**config.mk**
```make
export PLATFORM = sky130hd
export DESIGN_NAME = page_replacement_fifo_lru_unit
export DESIGN_NICKNAME = d
export VERILOG_FILES = /design/src/rtl/prfl_pkg.sv /design/src/rtl/prfl_frames.sv /design/src/rtl/page_replacement_fifo_lru_unit.sv
export SDC_FILE = /design/constraint.sdc
export NUM_CORES = 1
export LEC_CHECK = 0
export BUFFER_PORTS_ARGS = -buffer_cell sky130_fd_sc_hd__buf_2
export CORE_UTILIZATION = 29
export DETAILED_ROUTE_END_ITERATION = 7
export PLACE_DENSITY_LB_ADDON = 0.08
export SLEW_MARGIN = 20
export SYNTH_ARGS = -nofsm -noshare
export SYNTH_HDL_FRONTEND = slang
export SYNTH_SLANG_ARGS = --single-unit
```
**constraint.sdc**
```tcl
create_clock -name i_clk -period 13.3 [get_ports i_clk]
set_input_delay 0.665 -clock i_clk [delete_from_list [all_inputs] [get_ports i_clk]]
set_output_delay 0.665 -clock i_clk [all_outputs]
set_load 0.01 [all_outputs]
```
**src/rtl/prfl_pkg.sv**
```systemverilog
// Package for the page replacement unit: sizes, register indexes, policy codes
// and the structs passed between the top level and the frame store.
// No dependencies.
package prfl_pkg;

    localparam int MAX_FRAMES  = 8;
    localparam int PAGE_BITS   = 8;

    localparam int PAGE_OUT_W  = 8;
    localparam int COUNT_W     = 4;
    localparam int PAGE_W      = (PAGE_BITS < PAGE_OUT_W) ? PAGE_BITS : PAGE_OUT_W;
    localparam int MAX_IN_USE  = (MAX_FRAMES < 15) ? MAX_FRAMES : 15;

    localparam int CFG_INDEX_W = 2;
    localparam int CFG_DATA_W  = 4;

    localparam logic [CFG_INDEX_W-1:0] REG_POLICY_MODE = 2'd0;
    localparam logic [CFG_INDEX_W-1:0] REG_FRAME_COUNT = 2'd1;

    localparam logic [COUNT_W-1:0] FRAME_COUNT_RESET = 4'd8;

    typedef enum logic {
        POLICY_FIFO = 1'b0,
        POLICY_LRU  = 1'b1
    } t_policy;

    typedef struct packed {
        logic               clear;
        t_policy            mode;
        logic [COUNT_W-1:0] count;
    } t_frame_cfg;

    typedef struct packed {
        logic                  hit;
        logic                  ev_valid;
        logic [PAGE_OUT_W-1:0] ev_page;
        logic [COUNT_W-1:0]    used;
    } t_frame_res;

endpackage

```
**src/rtl/prfl_frames.sv**
```systemverilog
// Frame store with lookup and replacement for FIFO and LRU policies.
// Depends on prfl_pkg.
module prfl_frames (
    input  logic                              i_clk,
    input  logic                              i_rst_n,
    input  prfl_pkg::t_frame_cfg              i_cfg,
    input  logic                              i_step,
    input  logic [prfl_pkg::PAGE_W-1:0]       i_page,
    input  logic                              i_final,
    output prfl_pkg::t_frame_res              o_res
);

    logic [prfl_pkg::PAGE_W-1:0]  r_page [prfl_pkg::MAX_FRAMES];
    logic [prfl_pkg::PAGE_W-1:0]  n_page [prfl_pkg::MAX_FRAMES];
    logic [prfl_pkg::MAX_FRAMES-1:0] r_valid, n_valid;
    logic [prfl_pkg::COUNT_W-1:0] r_ptr, n_ptr;
    logic [prfl_pkg::COUNT_W-1:0] r_fill, n_fill;

    logic [prfl_pkg::COUNT_W-1:0] use_cnt;
    logic [prfl_pkg::COUNT_W-1:0] fill_c;
    logic [prfl_pkg::COUNT_W-1:0] where;
    logic [prfl_pkg::COUNT_W-1:0] victim;
    logic [prfl_pkg::COUNT_W:0]   ptr_inc;
    logic                         hit;
    logic                         victim_valid;
    logic [prfl_pkg::PAGE_W-1:0]  victim_page;
    logic                         do_shift;
    logic [prfl_pkg::COUNT_W-1:0] sh_pos;
    logic [prfl_pkg::COUNT_W-1:0] sh_len;
    logic                         do_fill;

    always_comb begin
        if (i_cfg.count == '0) begin
            use_cnt = prfl_pkg::COUNT_W'(1);
        end else if (i_cfg.count > prfl_pkg::COUNT_W'(prfl_pkg::MAX_IN_USE)) begin
            use_cnt = prfl_pkg::COUNT_W'(prfl_pkg::MAX_IN_USE);
        end else begin
            use_cnt = i_cfg.count;
        end
        fill_c = (r_fill > use_cnt) ? use_cnt : r_fill;
        victim = (r_ptr >= use_cnt) ? '0 : r_ptr;
        ptr_inc = {1'b0, victim} + 1'b1;
    end

    always_comb begin
        hit          = 1'b0;
        where        = '0;
        victim_valid = 1'b0;
        victim_page  = r_page[0];
        for (int k = 0; k < prfl_pkg::MAX_FRAMES; k++) begin
            if (k < int'(use_cnt) && r_valid[k] && r_page[k] == i_page && !hit) begin
                hit   = 1'b1;
                where = prfl_pkg::COUNT_W'(k);
            end
            if (k == int'(victim)) begin
                victim_valid = r_valid[k];
                victim_page  = r_page[k];
            end
        end
    end

    always_comb begin
        n_page   = r_page;
        n_valid  = r_valid;
        n_ptr    = r_ptr;
        n_fill   = r_fill;
        do_shift = 1'b0;
        do_fill  = 1'b0;
        sh_pos   = '0;
        sh_len   = '0;
        o_res.hit      = hit;
        o_res.ev_valid = 1'b0;
        o_res.ev_page  = '0;

        case (i_cfg.mode)
            prfl_pkg::POLICY_FIFO: begin
                if (!hit) begin
                    if (victim_valid) begin
                        o_res.ev_valid = 1'b1;
                        o_res.ev_page  = prfl_pkg::PAGE_OUT_W'(victim_page);
                    end else if (r_fill < use_cnt) begin
                        n_fill = r_fill + 1'b1;
                    end
                    for (int k = 0; k < prfl_pkg::MAX_FRAMES; k++) begin
                        if (k == int'(victim)) begin
                            n_page[k]  = i_page;
                            n_valid[k] = 1'b1;
                        end
                    end
                    n_ptr = (ptr_inc >= {1'b0, use_cnt}) ? '0 : ptr_inc[prfl_pkg::COUNT_W-1:0];
                end
            end
            prfl_pkg::POLICY_LRU: begin
                n_fill = fill_c;
                if (hit) begin
                    do_shift = 1'b1;
                    sh_pos   = where;
                    sh_len   = fill_c;
                end else if (fill_c < use_cnt) begin
                    do_fill = 1'b1;
                    n_fill  = fill_c + 1'b1;
                end else begin
                    o_res.ev_valid = 1'b1;
                    o_res.ev_page  = prfl_pkg::PAGE_OUT_W'(r_page[0]);
                    do_shift = 1'b1;
                    sh_pos   = '0;
                    sh_len   = use_cnt;
                end
            end
            default: begin
                n_fill = r_fill;
            end
        endcase

        for (int k = 0; k < prfl_pkg::MAX_FRAMES; k++) begin
            if (do_shift) begin
                if (k >= int'(sh_pos) && k + 1 < int'(sh_len)) begin
                    n_page[k]  = r_page[(k + 1 < prfl_pkg::MAX_FRAMES) ? k + 1 : k];
                    n_valid[k] = r_valid[(k + 1 < prfl_pkg::MAX_FRAMES) ? k + 1 : k];
                end
                if (k == int'(sh_len) - 1) begin
                    n_page[k]  = i_page;
                    n_valid[k] = 1'b1;
                end
            end
            if (do_fill && k == int'(fill_c)) begin
                n_page[k]  = i_page;
                n_valid[k] = 1'b1;
            end
        end

        o_res.used = n_fill;

        if (i_final) begin
            n_valid = '0;
            n_ptr   = '0;
            n_fill  = '0;
        end
    end

    always_ff @(posedge i_clk) begin
        if (!i_rst_n || i_cfg.clear) begin
            r_valid <= '0;
            r_ptr   <= '0;
            r_fill  <= '0;
        end else if (i_step) begin
            r_valid <= n_valid;
            r_ptr   <= n_ptr;
            r_fill  <= n_fill;
        end
    end

    always_ff @(posedge i_clk) begin
        if (i_step) begin
            r_page <= n_page;
        end
    end

endmodule

```
**src/rtl/page_replacement_fifo_lru_unit.sv**
```systemverilog
// Top level of the FIFO/LRU page replacement unit: input register, config
// registers, result register. Depends on prfl_pkg and prfl_frames.
//
//  channel  | handshake                  | payload
//  ---------+----------------------------+--------------------------------------
//  input    | i_in_valid / o_in_ready    | i_page_ref, i_final_ref
//  result   | o_out_valid / i_out_ready  | o_hit, o_evicted_valid, o_evicted_page,
//           |                            | o_frames_used, o_final_out
//  config   | i_cfg_wr_en                | i_cfg_index, i_cfg_data
//
// Input then result register; one transaction per cycle unless the result stalls.
// Lookup, victim choice and recency shift run in one pass over the frame registers.
// Synchronous active-low reset empties all frames; policy resets to FIFO, count to 8.
// A stalled result holds the input register, which then stalls the input side.
module page_replacement_fifo_lru_unit (
    input  logic                                i_clk,
    input  logic                                i_rst_n,
    input  logic                                i_cfg_wr_en,
    input  logic [prfl_pkg::CFG_INDEX_W-1:0]    i_cfg_index,
    input  logic [prfl_pkg::CFG_DATA_W-1:0]     i_cfg_data,
    input  logic                                i_in_valid,
    output logic                                o_in_ready,
    input  logic [prfl_pkg::PAGE_OUT_W-1:0]     i_page_ref,
    input  logic                                i_final_ref,
    output logic                                o_out_valid,
    input  logic                                i_out_ready,
    output logic                                o_hit,
    output logic                                o_evicted_valid,
    output logic [prfl_pkg::PAGE_OUT_W-1:0]     o_evicted_page,
    output logic [prfl_pkg::COUNT_W-1:0]        o_frames_used,
    output logic                                o_final_out
);

    prfl_pkg::t_policy            r_mode;
    logic [prfl_pkg::COUNT_W-1:0] r_count;

    logic                         r_in_valid;
    logic [prfl_pkg::PAGE_W-1:0]  r_in_page;
    logic                         r_in_final;

    logic                         r_out_valid;
    prfl_pkg::t_frame_res         r_res;
    logic                         r_out_final;

    logic                         advance;
    logic                         cfg_hit;
    prfl_pkg::t_frame_cfg         frame_cfg;
    prfl_pkg::t_frame_res         frame_res;

    assign cfg_hit = i_cfg_wr_en && (i_cfg_index == prfl_pkg::REG_POLICY_MODE ||
                                     i_cfg_index == prfl_pkg::REG_FRAME_COUNT);
    assign advance    = r_in_valid && (!r_out_valid || i_out_ready);
    assign o_in_ready = !r_in_valid || advance;

    assign frame_cfg.clear = cfg_hit;
    assign frame_cfg.mode  = r_mode;
    assign frame_cfg.count = r_count;

    prfl_frames u_frames (
        .i_clk   (i_clk),
        .i_rst_n (i_rst_n),
        .i_cfg   (frame_cfg),
        .i_step  (advance),
        .i_page  (r_in_page),
        .i_final (r_in_final),
        .o_res   (frame_res)
    );

    always_ff @(posedge i_clk) begin
        if (!i_rst_n) begin
            r_mode  <= prfl_pkg::POLICY_FIFO;
            r_count <= prfl_pkg::FRAME_COUNT_RESET;
        end else if (i_cfg_wr_en) begin
            case (i_cfg_index)
                prfl_pkg::REG_POLICY_MODE: r_mode  <= prfl_pkg::t_policy'(i_cfg_data[0]);
                prfl_pkg::REG_FRAME_COUNT: r_count <= i_cfg_data[prfl_pkg::COUNT_W-1:0];
                default:                   r_count <= r_count;
            endcase
        end
    end

    always_ff @(posedge i_clk) begin
        if (!i_rst_n) begin
            r_in_valid <= 1'b0;
        end else if (o_in_ready) begin
            r_in_valid <= i_in_valid;
        end
    end

    always_ff @(posedge i_clk) begin
        if (o_in_ready && i_in_valid) begin
            r_in_page  <= i_page_ref[prfl_pkg::PAGE_W-1:0];
            r_in_final <= i_final_ref;
        end
    end

    always_ff @(posedge i_clk) begin
        if (!i_rst_n) begin
            r_out_valid <= 1'b0;
        end else if (advance) begin
            r_out_valid <= 1'b1;
        end else if (i_out_ready) begin
            r_out_valid <= 1'b0;
        end
    end

    always_ff @(posedge i_clk) begin
        if (advance) begin
            r_res       <= frame_res;
            r_out_final <= r_in_final;
        end
    end

    assign o_out_valid     = r_out_valid;
    assign o_hit           = r_res.hit;
    assign o_evicted_valid = r_res.ev_valid;
    assign o_evicted_page  = r_res.ev_page;
    assign o_frames_used   = r_res.used;
    assign o_final_out     = r_out_final;

`ifndef NO_ASSERTIONS
    a_evict_only_on_fault: assert property (@(posedge i_clk) disable iff (!i_rst_n)
        o_out_valid && o_evicted_valid |-> !o_hit)
        else $error("eviction reported on a hit");

    a_no_page_without_evict: assert property (@(posedge i_clk) disable iff (!i_rst_n)
        o_out_valid && !o_evicted_valid |-> o_evicted_page == '0)
        else $error("evicted page nonzero without eviction");

    a_used_bounded: assert property (@(posedge i_clk) disable iff (!i_rst_n)
        o_out_valid |-> o_frames_used <= prfl_pkg::COUNT_W'(prfl_pkg::MAX_IN_USE))
        else $error("frames used above capacity");

    a_fault_fills_or_evicts: assert property (@(posedge i_clk) disable iff (!i_rst_n)
        o_out_valid && !o_hit && !o_evicted_valid && !o_final_out |-> o_frames_used != '0)
        else $error("fault loaded no frame");
`endif

endmodule
```
==> results of run 1 <==
[cell families (layout without fill, tap and decap cells)]
group	count (synthesis)	count (layout)
buf+inv	111	123
mux	57	57
simple gates	303	303
xor+xnor	70	70
compound gates	279	279
fa+ha+maj	24	24
flops	111	111
[power breakdown]
group	total (mW)	switching (mW)	internal [mW]
clock	0.322	0.151	0.171
sequential	0.416	0.0244	0.392
combinational	0.102	0.0620	0.0404
[area by class of cell]
type	instances	area share
inverter	54	0.0212
clock inverter	7	0.0113
clock buffer	9	0.0234
sequential	111	0.322
timing repair buffer	53	0.0319
multi-input combinational	733	0.540
tap	390	0.0506
[critical path: stages (launching register included)]
cell,delay [ns]
dfxtp_1,0.54
inv_1,0.23
o21ai_0,0.23
inv_1,0.24
ha_1,0.25
o221ai_1,0.38
a21boi_0,0.20
nor2_1,0.46
inv_1,0.32
ha_1,0.35
o21a_1,0.10
o21a_1,0.19
nor2_1,0.18
nor2_1,0.19
nor3_2,0.33
nor2_1,0.31
nor3_1,0.95
a222oi_1,0.28
[flip-flops by register name (all words and copies together), names as in the netlist]
name              flops
o_hit                 1
o_frames_used         4
o_evicted_valid       1
r_in_valid            1
r_mode                1
r_count               4
u_frames.r_page      64
r_in_page             8
o_final_out           1
r_in_final            1
u_frames.r_ptr        4
o_out_valid           1
o_evicted_page        8
u_frames.r_fill       4
u_frames.r_valid      8
[per-layer routing]
| metal | vias to the layer above | wire length (µm) |
|---|---|---|
| met1 | 3806 | 15500 |
| met2 | 230 | 15500 |
| met3 | 44 | 1570 |
| li1 | 3643 | - |
| met5 | - | 0 |
| met4 | 0 | 715 |
[cell usage after synthesis (all sizes together), types with 18 or more instances]
library cell	n
inv	54
xor2	31
nor3	27
nand2	55
nand2b	23
nand3	33
o21ai	39
a21oi	52
a211oi	18
nor2	78
edfxtp	88
ha	24
xnor2	39
clkbuf	25
dfxtp	23
buf	32
mux2i	43
[metrics by stage]
| step | std cells | hold WS [ns] | util | area (µm²) | setup slack (ns) |
|---|---|---|---|---|---|
| 2_1_floorplan | 955 | 0.456 | - | 8810 | 8.80 |
| 3_3_place_gp | 1341 | 0.521 | 0.312 | 9300 | 7.58 |
| 3_5_place_dp | 1341 | 0.517 | 0.312 | 9300 | 7.38 |
| 4_1_cts | 1357 | 0.445 | 0.323 | 9640 | 7.34 |
| 5_1_grt | 1357 | 0.447 | 0.323 | 9640 | 6.77 |
| 6_report | 1357 | 0.458 | 0.323 | 9640 | 7.28 |
[worst max path at each step]
stage | startpoint | to | slack, ns
after floorplan | r_count[1] | u_frames.r_ptr[2] | 8.80
after global placement | r_count[3] | u_frames.r_page[58] | 7.58
after detailed placement | r_count[3] | u_frames.r_page[58] | 7.38
after CTS | r_count[3] | u_frames.r_page[58] | 7.34
after global routing | r_count[3] | u_frames.r_page[59] | 6.77
final | r_count[3] | u_frames.r_page[61] | 7.28
==> summary by stage, run 1 <==
Logic synthesis
The dominant combinational cell family by area after synthesis is compound AO/OA/AOI/OAI gates. The post-synthesis area per instance is about 9.2 µm². The post-synthesis compound-gate area fraction came to 0.236. The cell accounting for the most synthesized area is edfxtp_1. During synthesis, Yosys emitted a total of 0 warnings. Synthesis produced a netlist whose cell count is 955. Yosys mapped a number of flops with a built-in enable equal to 88. Of the total synthesized cell area, the portion taken by XOR and XNOR cells is 0.0696.

Yosys attributes the largest share of cell area to edfxtp_1 30%, dfxtp_1 5.2%, mux2i_1 4.9%. The cell area after synthesis is between 8000 and 9000 µm². The proportion of register bits with asynchronous set or reset after synthesis is 0. Of the total synthesized cell area, the portion taken by AND, OR, NAND and NOR gates is 0.181.

The share of the Yosys chip area taken by registers is 0.352. The adder-cell area share of the yosys netlist is 0.0341. Counting flops and latches in the post-synthesis netlist gives 111. The most common flop cell mapped by yosys is edfxtp_1.

The multiplexer share of the synthesized area is 0.0667. Synthesis produced a netlist with a net count of between 900 and 1000. The number of different library cells used by synthesis comes to a little over 80. Of the post-synthesis cell area, the dominant cell type holds 0.300.

CTS
Clock-pin slew was measured on the worst setup and hold paths at 0.09 ns. The CTS tree is yes. The number of resized instances in the post-cts repair step is 0. The later pin in the worst-skew pair is clocked with a latency of roughly 0.38 ns.

The number of hold buffers added after CTS was 0. The cell sitting at the root of the clock tree is a clkbuf_16. The CTS H-tree depth is 3. Buffers inserted during clock tree synthesis total 9.

Counting along the longest clock path gives a buffer depth of 2. Buffers added to address setup during post-CTS repair amount to 0. Counting every sink on the clock net gives 111.

Outcome
The run finished with clean final reports.

Global route
In the global route stage, met1 resource usage came out at 0.304. The total global-route track usage is 0.218. The number of global-route vias before repair was between 7000 and 8000. The global-route wire length before repair is about 50 mm. The global routing usage on met2 is 0.353. Entering global routing, the biggest net connects 61 pins. In this run the most used layer during global routing was met2. The number of antenna violations at the first check in global routing is 0.

The met3 track demand over resource is 0.0237. Summed over all layers, the global routing overflow is 0.

Critical path
Of all nets on the critical path, the largest fanout is 13. The nature of the critical path endpoint is a register. The worst setup path is launched from a register. The worst reg2reg path startpoint is r_count[3]. The critical path in this run is classified as reg2reg. The data arrival time at the worst-slack endpoint is between 6 and 7 ns. The depth of the most critical reg-to-reg path is 17. The required time reported for the critical path endpoint is between 10 and 15 ns. The endpoint identified for the worst register-to-register timing path is u_frames.r_page[61]. The worst register-to-register path has a setup slack of about 7.3 ns.

Routing
Dividing the detail-routed via count by the number of cells gives between 5 and 6. The final route contains slightly below 8000 vias. The detailed-route wire length per cell is approximately 24 µm.

The detailed-router iteration count before antenna repair is 7. The count of nets left with antenna violations once routing finished came out at 0. The detailed router finished its first iteration with 708 violations. In the routed design, unresolved DRC markers number 0. The total wire length is 33.2 mm.

Timing
Headroom to the max-slew limit came out at 0.272. Setup repair after global routing left no endpoint under its margin. The final setup skew is roughly 0.017 ns. The minimum period implied by the final worst setup slack is about 6.0 ns. The hold violation count in the final report is 0. The transition time at the pin with the least slew margin is 1.08 ns. Dividing the final minimum period by the clock period gives 0.453.

Static timing analysis puts the maximum clock frequency at between 150 and 200 MHz. The final number of max-transition violations is 0. Setup violations remaining at the end of the flow were counted as 0. The total negative setup slack is 0 ns.

Placed design
In this run the tool buffered the top-level ports with 36 buffer cells. The weighted congestion at the end of routability-driven global placement is between 0.9 and 1. Detailed placement ended at an HPWL of roughly 25 mm.

Min path
The endpoint of the worst hold-timing path is r_in_page[4]. The worst hold path begins at i_page_ref[4]. The min-delay analysis places its worst path in the category in2reg.

Along the worst hold path, the cell count comes to 1.

Floorplanning
The die covers approximately 31000 µm². The die boundary width is roughly 180 µm. From bottom edge to top edge, the die measures 176 µm. In this run the standard cell core region covers approximately 30000 µm². The number of ports placed on the die boundary is 37.

The number of placement rows is between 60 and 70. The starting density of the core is 0.296.

Layout
The count of fill cells added during filler insertion is 3154. The post-synthesis to final-layout area growth is 9.33%. The top cell types in the final layout, fill and taps aside, are 88 x edfxtp_1, 77 x nor2_1, 55 x nand2_1.

The repair_antennas step left the layout with diodes totalling 0. The area taken by multi-input logic gates is 5200 µm². Across the whole layout, storage elements account for around 3100 µm².

The library cell used most frequently in the layout, excluding fill and tap cells, is edfxtp_1. The number of nets in the finished design is 1006. Of the cells placed in the final design, the portion with a size suffix greater than 1 is 0.122.

Flow run
Across the run, the number of max-cap violations was 0.

Power
The areal power density over the cells is roughly 87 nW/µm². The worst ir drop on vdd is roughly 0.000052 V. Summed over all cells, the static leakage comes to approximately 3.5 nW. Total power for the finished layout comes to 0.840 mW.
No activity file was read; power rests on OpenSTA's default activity.
==> run 2, diff against run 1 <==
clock period = 5.84 ns   (was 13.3 ns; I/O delays follow)
==> run 2 against run 1 <==
Worst setup slack worse by 6.8 ns; non-clock buffer count up 16; clock power increased by 100%; routed wire length down 0.29%; combinational power rose by 120%; register-to-register slack got worse by 6.8 ns; total power rose by 120%.
==> summary by stage, run 2 (synthesis gave the netlist of run 1 again) <==
Outcome
The flow ran to the end, and the final reports show no timing, DRC or antenna violations.

Layout
The number of flip-flops in the largest register is 64 (unchanged). Leaving out fill and tap cells, the most frequent cells in the layout are 88 x edfxtp_1, 77 x nor2_1, 55 x nand2_1. The post-synthesis to final-layout area growth is 10.3%. The number of nets in the finished design is 1022 (+1.6%).

The register bank with the most flops is u_frames.r_page. The post-layout instance count excluding filler cells is 1373 (+1.2%). The share of post-route cells with drive strength above 1 is 0.137 (+0.0153). The number of antenna cells inserted came to 0 (unchanged). The most common cell after layout, fill and taps aside is edfxtp_1. The finished layout cell area is 9730 µm² (+0.93%).

Placed design
The total placed cells including tap cells is 1357 (+1.2%). The weighted congestion at the end of routability-driven global placement is 0.868 (-6.3%). The detailed placement HPWL is 25.1 mm (+1.4%). The count of input and output buffers is 36 (unchanged). The worst setup slack before clock tree synthesis is 0.425 ns (-6.96 ns). The post-placement cell area is 9420 µm² (+1.3%).

Timing
The highest clock frequency the design can meet is 186 MHz (+12%). The minimum period implied by the final worst setup slack was 5.37 ns (-0.646 ns). The transition time at the pin with the least slew margin is 0.973 ns (-0.110 ns). The worst slew margin relative to its limit is 0.351 (+0.0789). The smallest hold slack was 0.0850 ns (-0.373 ns). The final setup skew was 0.0146 ns (-0.00239 ns). The total negative setup slack came to 0 ns (unchanged). The setup-violating endpoint count in the final report came to 0 (unchanged). The post-route clock period utilization is 0.920 (+0.468). Setup repair after global routing left no endpoint under its margin. The final number of max-transition violations is 0 (unchanged).

The setup slack after layout is 0.466 ns (-6.81 ns). The hold violation count in the final report is 0 (unchanged).

Power
The worst ir drop on vdd is 0.000147 V (+180%). The static leakage is 3.56 nW (+1.6%). The areal power density over the cells came to 188 nW/µm² (+120%).

Critical path
The critical path is of the reg2reg type. STA classifies the critical path endpoint as a register. The worst reg2reg path startpoint is r_count[1]. Walking the worst path, the cells encountered are nor2b_1, inv_1, ha_1, nand3_1, o221a_2, o21ai_0, and2_1, inv_1, ha_1, nor4_1, o211a_1, nor2_1, a2111oi_0, o22ai_1, nand3_1, a222oi_1.

The critical-path maximum fanout was 8 (-5). The kind of start point of the critical path is a register. Among cell families on the critical path, the largest total delay comes from compound AO/OA/AOI/OAI gates. The stage delay of the slowest cell on the critical path was 0.72 ns (-0.23 ns). The cell with the largest stage delay on the worst path is a2111oi_0.

The buffer and inverter count on the worst path is 2 (-1). The required time reported for the critical path endpoint is 5.92 ns (-7.46 ns). The depth of the most critical reg-to-reg path is 16 (-1). The worst-case register-to-register setup slack came to 0.47 ns (-6.81 ns). The data arrival time at the worst-slack endpoint came to 5.46 ns (-0.64 ns). The capturing point of the worst reg2reg path is u_frames.r_page[43].

Floorplanning
The core footprint came to 29800 µm² (unchanged). The die boundary width came to 176 µm (unchanged). The number of placement rows is 63 (unchanged). The number of ports placed on the die boundary is 37 (unchanged). The floorplan die height was 176 µm (unchanged). The starting density of the core is 0.296 (unchanged). The die area is 31100 µm² (unchanged).

Min path
The path class of the lowest-slack min-delay path is in2reg. The endpoint of the worst hold-timing path is r_in_page[1]. The number of cells on the worst hold path was 1 (unchanged). The startpoint of the worst hold path is i_page_ref[1].

Global route
The number of antenna violations at the first check in global routing is 0 (unchanged). The pin count of the biggest net entering global routing is 61 (unchanged). The leftover overflow at the end of global routing is 0 (unchanged). The global-route wire length before repair is 50.9 mm (+1.1%). The number of global-route vias before repair is 7594 (+1.2%). The total global-route track usage was 0.219 (+0.00109).

Routing
The number of vias in the routed layout came to 7780 (+0.74%). The total wire length is 33.1 mm (-0.29%). The via-per-instance ratio is 5.67 (-0.44%). The detailed-route wire length per cell is 24.1 µm (-1.5%). The post-detailed-route count of antenna-violating nets is 0 (unchanged).

The detailed-router iteration count before antenna repair is 7 (unchanged). The post-detailed-route DRC marker count is 0 (unchanged). The DRC violation total after the first TritonRoute iteration is 792 (+12%).

CTS
The CTS H-tree depth is 3 (unchanged). The number of hold buffers added after CTS is 0 (unchanged). The maximum clock insertion buffer count is 2 (unchanged).

The TritonCTS buffer count was 9 (unchanged). The post-CTS clock slew at the launch and capture registers of the worst setup and hold paths is 0.09 ns (about the same). The insertion delay of the later-clocked pin in the worst-skew pair is 0.37 ns (about the same). The CTS sink count was 111 (unchanged). The cell chosen for the clock root is clkbuf_16.

TritonCTS built the clock tree.

Flow run
The number of max-cap violations came to 0 (unchanged).
==> run 2: changes by cell type in the layout (fill, tap and decap cells not counted), sizes merged <==
cell,previous run,this run
bufinv,2,0
inv,58,55
buf,53,69
clkinv,1,4
clkinvlp,0,2
==> run 2: power breakdown <==
group	internal (mW)	switching (mW)
clock	0.300	0.347
combinational	0.0946	0.132
sequential	0.892	0.0628
total	1.29	0.542
==> run 2: how the worst max path moves through the flow <==
stage / cells past startpoint / from / endpoint / slack [ns]
3_3_place_gp: 18 / r_count[1] / o_frames_used[2] / 0.45
2_1_floorplan: 22 / r_count[1] / u_frames.r_ptr[2] / 1.34
6_report: 16 / r_count[1] / u_frames.r_page[43] / 0.47
4_1_cts: 18 / r_count[1] / o_frames_used[3] / 0.38
5_1_grt: 18 / r_count[1] / o_frames_used[3] / 0.03
3_5_place_dp: 18 / r_count[1] / o_frames_used[3] / 0.42
==> run 2: timing repair <==
action / 4_1_cts / 5_1_grt
setup endpoints to repair: 0 / 25
buffers inserted: 0 / 0
resized for setup: 0 / 2
==> run 2: final cells by class <==
class,count,area (µm²)
tap,390,488
inverter,54,204
timing repair buffer,69,428
sequential,111,3100
clock buffer,9,225
multi-input combinational,733,5210
fill,3156,20100
clock inverter,7,65.1
==> run 2: layer usage <==
metal	wire length (µm)	GRT usage	up-vias
li1	-	-	3686
met1	16000	0.314	3843
met2	15300	0.353	222
met3	1410	0.0217	29
met4	488	0.0503	0
met5	0	0	-
==> run 2: per-stage QoR <==
step,utilization,power (mW)
floorplan,-,1.11
global placement,0.316,1.20
detailed placement,0.316,1.20
CTS,0.326,1.85
global route,0.326,1.90
finish,0.326,1.83
